<file path="config.mk">
export PLATFORM = sky130hd
export DESIGN_NAME = gslm_window
export DESIGN_NICKNAME = d
export VERILOG_FILES = /design/src/sv/gslm_pkg.sv /design/src/sv/gslm_window.sv
export SDC_FILE = /design/constraint.sdc
export NUM_CORES = 1
export LEC_CHECK = 0
export BUFFER_PORTS_ARGS = -buffer_cell sky130_fd_sc_hd__buf_2
export CAP_MARGIN = 5
export CELL_PAD_IN_SITES_DETAIL_PLACEMENT = 0
export CELL_PAD_IN_SITES_GLOBAL_PLACEMENT = 1
export CORE_MARGIN = 2
export CORE_UTILIZATION = 40
export CTS_CLUSTER_SIZE = 28
export DETAILED_ROUTE_END_ITERATION = 10
export PLACE_DENSITY = 0.87
export SYNTH_ARGS = -nofsm -noshare
export SYNTH_HDL_FRONTEND = slang
export SYNTH_SLANG_ARGS = --single-unit
</file>
<file path="constraint.sdc">
create_clock -name clk -period 4.6 [get_ports clk]
set_clock_uncertainty 0.1 [all_clocks]
set_input_delay 0.23 -clock clk [delete_from_list [all_inputs] [get_ports clk]]
set_output_delay 0.23 -clock clk [all_outputs]
set_load 0.01 [all_outputs]
</file>
<file path="src/sv/gslm_pkg.sv">
// Shared constants, types and the neighbour comparison for the strict local-minimum detector.
`default_nettype none

package gslm_pkg;

    localparam int MAX_COLS      = 1024;
    localparam int MAX_ROWS      = 1024;
    localparam int PIXEL_BITS    = 16;
    localparam int ROW_BITS      = 10;
    localparam int COL_BITS      = 10;
    localparam int CNT_BITS      = 11;
    localparam int CFG_IDX_BITS  = 2;

    localparam int WIN_DIM       = 3;
    localparam int WIN_SIZE      = WIN_DIM * WIN_DIM;
    localparam int WIN_IDX_BITS  = $clog2(WIN_SIZE);
    localparam int NEIGHBOURS    = 8;

    localparam int DEC_COUNT     = 4;
    localparam int DEC_ABOVE_LEFT = 0;
    localparam int DEC_ABOVE     = 1;
    localparam int DEC_LEFT      = 2;
    localparam int DEC_HERE      = 3;

    localparam int FIFO_DEPTH    = 8;
    localparam int FIFO_PTR_BITS = $clog2(FIFO_DEPTH);
    localparam int FIFO_CNT_BITS = $clog2(FIFO_DEPTH + 1);

    localparam logic [CNT_BITS-1:0] MAX_ROWS_CNT = CNT_BITS'(MAX_ROWS);
    localparam logic [CNT_BITS-1:0] MAX_COLS_CNT = CNT_BITS'(MAX_COLS);

    localparam int OFF_ROW [NEIGHBOURS] = '{-1, -1, -1, 0, 0, 1, 1, 1};
    localparam int OFF_COL [NEIGHBOURS] = '{-1, 0, 1, -1, 1, -1, 0, 1};

    typedef enum logic [CFG_IDX_BITS-1:0] {
        CFG_ROW_COUNT = CFG_IDX_BITS'(0),
        CFG_COL_COUNT = CFG_IDX_BITS'(1)
    } cfg_reg_t;

    typedef logic signed [PIXEL_BITS-1:0] pix_t;
    typedef pix_t win_t [WIN_SIZE];

    typedef struct packed {
        logic [ROW_BITS-1:0] row;
        logic [COL_BITS-1:0] col;
        pix_t                value;
        logic                is_min;
        logic                last;
        logic                done;
    } res_t;

    typedef struct packed {
        logic                 valid;
        logic [DEC_COUNT-1:0] want;
        logic                 r_ge1;
        logic                 r_ge2;
        logic                 c_ge1;
        logic                 c_ge2;
        logic [ROW_BITS-1:0]  row;
        logic [COL_BITS-1:0]  col;
        pix_t                 pixel;
    } stage_t;

    function automatic logic is_local_min(win_t w, int wr, int wc, logic up, logic down,
                                          logic left, logic right);
        int                      xr;
        int                      xc;
        logic                    ok;
        logic                    m;
        pix_t                    centre;
        logic [WIN_IDX_BITS-1:0] idx;
        m      = 1'b1;
        idx    = WIN_IDX_BITS'(wr * WIN_DIM + wc);
        centre = w[idx];
        for (int n = 0; n < NEIGHBOURS; n++)
        begin
            xr = wr + OFF_ROW[n];
            xc = wc + OFF_COL[n];
            ok = (xr >= 0) && (xr < WIN_DIM) && (xc >= 0) && (xc < WIN_DIM);
            if (OFF_ROW[n] < 0)
                ok = ok && up;
            if (OFF_ROW[n] > 0)
                ok = ok && down;
            if (OFF_COL[n] < 0)
                ok = ok && left;
            if (OFF_COL[n] > 0)
                ok = ok && right;
            if (ok)
            begin
                idx = WIN_IDX_BITS'(xr * WIN_DIM + xc);
                if (centre >= w[idx])
                    m = 1'b0;
            end
        end
        return m;
    endfunction

endpackage

`default_nettype wire

</file>
<file path="src/sv/gslm_window.sv">
// The 3x3 window and the four parallel minimum decisions made on each shift.
`default_nettype none

module gslm_window
    import gslm_pkg::*;
(
    input  wire logic                    clk,
    input  wire logic                    rst_n,
    input  wire stage_t                  stage,
    input  wire pix_t                    older_data,
    input  wire pix_t                    prev_data,
    output res_t [DEC_COUNT-1:0]         res,
    output logic [DEC_COUNT-1:0]         res_valid
);

    win_t                 window_reg;
    win_t                 window_next;
    logic [DEC_COUNT-1:0] last;

    always_comb
    begin
        for (int i = 0; i < WIN_DIM; i++)
        begin
            window_next[i * WIN_DIM + 0] = window_reg[i * WIN_DIM + 1];
            window_next[i * WIN_DIM + 1] = window_reg[i * WIN_DIM + 2];
        end
        window_next[2] = older_data;
        window_next[5] = prev_data;
        window_next[8] = stage.pixel;
    end

    always_ff @(posedge clk or negedge rst_n)
    begin
        if (!rst_n)
        begin
            for (int i = 0; i < WIN_SIZE; i++)
                window_reg[i] <= '0;
        end
        else if (stage.valid)
        begin
            window_reg <= window_next;
        end
    end

    always_comb
    begin
        last[DEC_HERE]       = stage.want[DEC_HERE];
        last[DEC_LEFT]       = stage.want[DEC_LEFT] && !stage.want[DEC_HERE];
        last[DEC_ABOVE]      = stage.want[DEC_ABOVE] && !stage.want[DEC_LEFT]
                               && !stage.want[DEC_HERE];
        last[DEC_ABOVE_LEFT] = stage.want[DEC_ABOVE_LEFT] && !stage.want[DEC_ABOVE]
                               && !stage.want[DEC_LEFT] && !stage.want[DEC_HERE];

        res[DEC_ABOVE_LEFT].row    = stage.row - ROW_BITS'(1);
        res[DEC_ABOVE_LEFT].col    = stage.col - COL_BITS'(1);
        res[DEC_ABOVE_LEFT].value  = window_next[4];
        res[DEC_ABOVE_LEFT].is_min = is_local_min(window_next, 1, 1, stage.r_ge2, 1'b1,
                                                  stage.c_ge2, 1'b1);
        res[DEC_ABOVE_LEFT].last   = last[DEC_ABOVE_LEFT];
        res[DEC_ABOVE_LEFT].done   = 1'b0;

        res[DEC_ABOVE].row    = stage.row - ROW_BITS'(1);
        res[DEC_ABOVE].col    = stage.col;
        res[DEC_ABOVE].value  = window_next[5];
        res[DEC_ABOVE].is_min = is_local_min(window_next, 1, 2, stage.r_ge2, 1'b1,
                                             stage.c_ge1, 1'b0);
        res[DEC_ABOVE].last   = last[DEC_ABOVE];
        res[DEC_ABOVE].done   = 1'b0;

        res[DEC_LEFT].row    = stage.row;
        res[DEC_LEFT].col    = stage.col - COL_BITS'(1);
        res[DEC_LEFT].value  = window_next[7];
        res[DEC_LEFT].is_min = is_local_min(window_next, 2, 1, stage.r_ge1, 1'b0,
                                            stage.c_ge2, 1'b1);
        res[DEC_LEFT].last   = last[DEC_LEFT];
        res[DEC_LEFT].done   = 1'b0;

        res[DEC_HERE].row    = stage.row;
        res[DEC_HERE].col    = stage.col;
        res[DEC_HERE].value  = window_next[8];
        res[DEC_HERE].is_min = is_local_min(window_next, 2, 2, stage.r_ge1, 1'b0,
                                            stage.c_ge1, 1'b0);
        res[DEC_HERE].last   = last[DEC_HERE];
        res[DEC_HERE].done   = 1'b1;

        res_valid = stage.want & {DEC_COUNT{stage.valid}};
    end

endmodule

`default_nettype wire

</file>
# After elaboration in Yosys (flattened, before gate mapping)
# Index checks and enable logic that the tools add are counted.
[word_totals]
reg_bits = 96
latchBits = 0
ram_bits = 0
romBits = 0
input_bits = 79
out_inout_bits = 160
elab_cells = 80
mem_count = 0
[classes]
add_sub_neg = 2
mul = 0
n_div = 0
n_lt_le_gt_ge = 21
n_eq_ne = 0
n_shift = 0
mux = 37
bitwise_logic = 1
reduce_logical = 13
[op_table]
columns = ["operator", "n"]
rows = [
  ["$ge 16x16->1", 21],
  ["$mux 1", 37],
  ["$sub 10x1->10 const B", 2],
  ["$logic_and 1x1->1", 10],
  ["$and 4x4->4", 1],
  ["$logic_not 1->1", 3],
]

# Longest topological paths before layout
# Gate-level depths: netlist (run 1).
[logic_depth]
word_depth = 14
mapped_depth = 9
depth_no_buf = 9

# Least setup slack after synthesis (run 1)
# OpenSTA, ideal clock, no wires.
[synth_path]
kind = "flip-flop to output port"
start = "register window_reg, in the netlist res[4]"
end = "output port res[2] (netlist name)"
arrival_time_ns = 2.837
t_required_ns = 4.270
slack_ns = 1.433
stages_incl_launch_ff = 9
path_buffers = 0
path_cell_list = "dfrtp_1 ha_1 nor2b_1 o211ai_1 a2111oi_2 a2111oi_0 mux2_1 o41a_1 a2111oi_1"
[synth_rtl]
columns = ["element", "line", "rtl"]
rows = [
  ["start, declared", "gslm_window.sv:16", "win_t window_reg;"],
  ["start signal, assigned", "gslm_window.sv:41", "window_reg <= window_next;"],
  ["end, declared", "gslm_window.sv:12", "output res_t [DEC_COUNT-1:0] res,"],
]

==> out/metrics.cfg, run 1 <==
[clock_network]
worst_skew_pair.late_latency_ns = 0.36
h-tree-depth = 3
cts_buffer_depth = 2
cts_buffers = 9
cts_sinks = 96
root_buffer = clkbuf_16
postCtsSetupBuffers = 0
cts_tree = done
clk_pin_slew_ns = 0.08

[status]
status = finished, violations left
violations = negative hold slack

[cells_and_area]
multi_input_comb_area_um2 = 6480
regArea_um2 = 2400
fin_cells = 1695
diodes = 0
nets = 1676
drive_gt1_share_pct = 19.6
syn2layout_area_growth_pct = 9.40
fillers = 2568

[floorplan]
pin_count = 239
start_util_pct = 40.5
design.core.area_um2 = 25800
dieArea_um2 = 27500
die_h_um = 166
dieWidth_um = 166
num_rows = 59

[setup_path]
startpoint_type = flip-flop
path_class = flip-flop to output port
critPathMaxFanout = 8
critPathCaptureType = output port
arrival_ns = 3.83
cp.required_ns = 4.27

[synthesis]
yosysUniqueCellTypes = 62
syn_inst = 1245
synth.top_cell.area_share_pct = 28.9
yosysMostFrequentCell = ha_1
syn_area_um2 = 10500
synth-seq-cells = 96
synth_top_area_cell = ha_1
yosysSeqAreaShare_pct = 23.0
ys_warn_count = 0
synth-async-reset-ratio_pct = 100
synthTopCellsByCount = ha_1, inv_1, nand2_1
synth_edf_count = 0
synth_ff_type = dfrtp_1
yosys-top-cells-area = ha_1, dfrtp_1, buf_4, o21ai_0, inv_1
synth.avg_cell_area_um2 = 8.40

[global_route]
grt_max_degree = 88
grt_pass1_wl_um = 49800
gr-total-overflow = 0
antenna_found_initial = 0
grt_pass1_vias = 8594
track_usage_pct = 23.4

[power]
vdd_drop_max_v = 0.000214
combPwrFrac_pct = 39.9
p_leak_nw = 6.11
p_clk_share_pct = 26.6
internal_power_mw = 1.85
pwr-share-seq_pct = 33.5
power.density_nw_per_um2 = 266
swShare_pct = 39.2
power.switching_mw = 1.20

[drt]
vias = 9163
vias_per_cell = 5.41
wl_per_cell_um = 19.1
routed_wl_um = 32400
drt_iter0_drc = 627
drtAntennaViolNets = 0
drcViolationCount = 0
first_pass_iters = 6

[hold_path]
min_path_type = primary input to flip-flop

[timing]
layout_worst_path_cycle_share_pct = 90.4
tns_ns = 0
holdWs_ns = -0.00197
rsz0062_at_grt = no
worst_slew_pin_slew_ns = 1.01
finalHoldViolCount = 1
max_freq_mhz = 241
setup_viol = 0
finalCriticalPeriod_ns = 4.16
slew_violations = 0
relSlewSlack_pct = 32.4

[placement]
dp.cells = 1669
place_congestion = 0.900
place_hpwl_um = 26600
port_buffers = 234

[run]
maxCapViolations = 0

## final timing paths
kind	startpoint	endpoint	slack (ns)	cells after the start
max reg2reg	res[5]	res[5]	3.49	2
min	older_data[13]	window_next[125]	-0.002	3
min in group asynchronous	rst_n	res[90]	0.45	2
max	res[10]	res[2]	0.44	10
max in group asynchronous	rst_n	window_next[89]	3.02	3
min reg2reg	window_next[116]	window_next[132]	0.38	2
## per-layer routing
metal / track usage (%) / vias to the layer above / wire length (µm)
met4: 6.99 / 0 / 883
met3: 3.91 / 46 / 1950
met2: 40.0 / 371 / 15400
met1: 30.3 / 4264 / 14200
met5: 0 / - / 0
li1: - / 4482 / -
## per-stage QoR
stage	cell area [µm²]	utilization (%)	hold slack [ns]	setup slack, ns	power, mW
6_report	11400	44.3	-0.00197	0.443	3.05
5_1_grt	11400	44.3	0.00549	0.158	3.27
4_1_cts	11400	44.3	0.000889	0.431	3.05
3_5_place_dp	11000	42.7	0.348	0.845	2.23
3_3_place_gp	11000	42.7	0.347	0.872	2.20
2_1_floorplan	10500	-	-0.166	1.43	1.86
## final cells by class
class	count	area share, %
clock buffers	11	2.12
inverters	145	4.75
well taps	335	3.66
multi-input cells	856	56.6
flip-flops and latches	96	21.0
repair buffers	247	11.3
clock inverters	5	0.547
## critical path: stages (launching register included)
cell	delay, ns
dfrtp_1	0.55
inv_1	0.18
ha_1	0.32
nand4_1	0.16
nor4_1	0.42
a211o_1	0.21
or3b_1	0.11
o22ai_1	0.09
or4_1	0.54
a2111oi_1	0.63
buf_2	0.25
## power groups by stage
stage	clock network, mW	registers, mW	logic [mW]
finish	0.812	1.02	1.22
global route	0.854	1.03	1.38
CTS	0.817	1.02	1.21
floorplan	0	1.00	0.857
detailed placement	0	1.04	1.19
global placement	0	1.03	1.17
## flip-flops by register name, summed over array words and instances, names as in the netlist
| name | flops |
|---|---|
| window_next | 64 |
| res | 32 |
## kinds of logic after synthesis
family                     after synthesis  share of synthesized area (%)
other                                    2                         0.0718
DFF                                     96                           23.0
AOI/OAI and AO/OA                      290                           16.6
muxes                                   12                           1.22
and+or+nand+nor                        292                           13.7
adders and majority gates              242                           28.9
xor gates and xnor gates                16                           1.34
buffers and inverters                  295                           15.2
## placed cells by master (no fill, tap or decap), drive strengths merged, types with 7 or more instances in the layout
master       netlist  routed
clkbuf            17      11
nand2b             9       9
ha               242     242
nand3             15      15
nor3              13      13
dfrtp             96      96
xor2              10      10
nor2b             14      14
a21oi             75      75
or4                7       7
a211oi            12      12
inv              145     147
dlygate4sd3        0      10
o21a               7       7
a21o              39      39
o211ai            11      11
nand4             44      44
o21ai            117     117
buf              133     237
nor4               7       7
nor2              26      26
nand2            136     136
## timing repair
item                      CTS  global route
gates resized for setup     0             0
hold endpoints to repair   79             0
hold buffers               10             0
Note: power is estimated with default switching activity, not from simulation.
==> inputs of run 2 (changes only) <==
BUFFER_PORTS_ARGS = default   (was -buffer_cell sky130_fd_sc_hd__buf_2)
DONT_BUFFER_PORTS = 1   (was default)
PLACE_DENSITY = 0.76   (was 0.87)
clock period = 4.4 ns   (was 4.6 ns; I/O delays follow)
==> out/metrics.cfg, run 2 (synthesis gave the netlist of run 1 again) <==
[drt]
dr.max_layer_used = met4
routed_wl_um = 33000
met2WireLength_um = 15200
drt_iter0_drc = 526
drtAntennaViolNets = 0
wl_met1_um = 13800
first_pass_iters = 6
vias = 8435
wl_met3_um = 2510
wl_per_cell_um = 21.9
vias_per_cell = 5.60
drcViolationCount = 0

[timing]
finalCriticalPeriod_ns = 4.16
worst_slew_pin_slew_ns = 0.732
tns_ns = 0
layout_worst_path_cycle_share_pct = 94.6
slew_violations = 0
rsz0062_at_grt = no
holdWs_ns = 0.243
setup_viol = 0
finalHoldViolCount = 0
max_freq_mhz = 240
relSlewSlack_pct = 50.8

[floorplan]
design.core.area_um2 = 25800
pin_count = 239
dieArea_um2 = 27500
dieWidth_um = 166
die_h_um = 166
start_util_pct = 40.5
num_rows = 59

[clock_network]
postCtsSetupBuffers = 0
cts_buffer_depth = 2
cts_sinks = 96
cts_tree = done
cts_buffers = 9
clk_pin_slew_ns = 0.08
h-tree-depth = 3
worst_skew_pair.late_latency_ns = 0.36
root_buffer = clkbuf_16

[global_route]
grt_pass1_wl_um = 50800
antenna_found_initial = 3
track_usage_pct = 24.1
gr-total-overflow = 0
grt_pass1_vias = 8492
grt_max_degree = 189

[power]
vdd_drop_max_v = 0.000177
power.density_nw_per_um2 = 279
p_leak_nw = 5.37

[setup_path]
critPathCaptureType = output port
critical_path_buf_inv_count = 3
crit_family = simple AND/OR/NAND/NOR gates
crit_slowest_cell = dfrtp_1
critPathMaxFanout = 8
cp.required_ns = 4.08
crit_chain = inv_1 -> ha_1 -> nand4_1 -> nor4_1 -> a211oi_1 -> o31ai_1 -> mux2i_1 -> or4_1 -> a2111oi_1 -> buf_4 -> buf_4
critPathMaxStageDelay_ns = 0.61
arrival_ns = 3.84
path_class = flip-flop to output port
startpoint_type = flip-flop
crit_path_frequent_cell = buf_4

[cells_and_area]
drive_gt1_share_pct = 3.68
final_cell_mix = ha_1, inv_1, nand2_1
layout.cells.most_common = ha_1
syn2layout_area_growth_pct = 2.51
largest_reg_flops = 64
nets = 1485

[run]
maxCapViolations = 0

[hold_path]
min_path_type = primary input to flip-flop

[placement]
place_congestion = 0.918
place_hpwl_um = 25500
port_buffers = 0

[status]
status = complete, no violations

-- run 2: layout make-up --
cell class / instances / area [µm²]
inverter: 145 / 544
clock buffer: 10 / 239
fill: 2573 / 15100
tap: 335 / 419
timing repair buffer: 56 / 583
clock inverter: 6 / 41.3
antenna: 3 / 7.51
multi-input combinational: 856 / 6480
sequential: 96 / 2410
-- run 2: worst paths after layout --
| check | start | to | slack [ns] | cells past startpoint |
|---|---|---|---|---|
| max reg2reg | res[15] | res[15] | 3.12 | 2 |
| min | stage[44] | window_next[130] | 0.24 | 3 |
| min in group asynchronous | rst_n | window_next[89] | 0.35 | 2 |
| max in group asynchronous | rst_n | res[10] | 3.36 | 2 |
| max | res[8] | res[2] | 0.24 | 11 |
| min reg2reg | window_next[126] | window_next[142] | 0.38 | 2 |
-- run 2: worst reg2reg max path: stages, from the launching register on --
cell and delay, ns:
dfrtp_1 0.60, inv_1 0.21, o21ai_0 0.27
-- run 2: timing repair --
action / CTS / global route
hold buffers: 51 / 0
resized for setup: 0 / 6
endpoints found under the setup margin: 0 / 1
endpoints found under the hold margin: 192 / 0
-- run 2: routing by layer --
layer / vias to the layer above / global-route usage (%)
li1: 4096 / -
met1: 3925 / 29.9
met2: 346 / 39.8
met3: 68 / 6.27
met4: 0 / 10.2
met5: - / 0
-- run 2: power breakdown --
group	leakage, nW	internal (mW)	switching [mW]
Combinational	4.05	0.452	0.655
Sequential	1.17	0.971	0.124
Clock	0.143	0.403	0.389
-- run 2: through the flow --
step	power (mW)	cell area (µm²)	setup WS, ns	instances	util, %
5_1_grt	3.23	10700	0.00401	1506	41.5
3_3_place_gp	2.09	9880	0.651	1437	38.2
4_1_cts	3.00	10700	0.137	1504	41.4
3_5_place_dp	2.12	9880	0.541	1437	38.2
6_report	2.99	10700	0.240	1507	41.5
2_1_floorplan	1.94	10500	1.24	1247	-
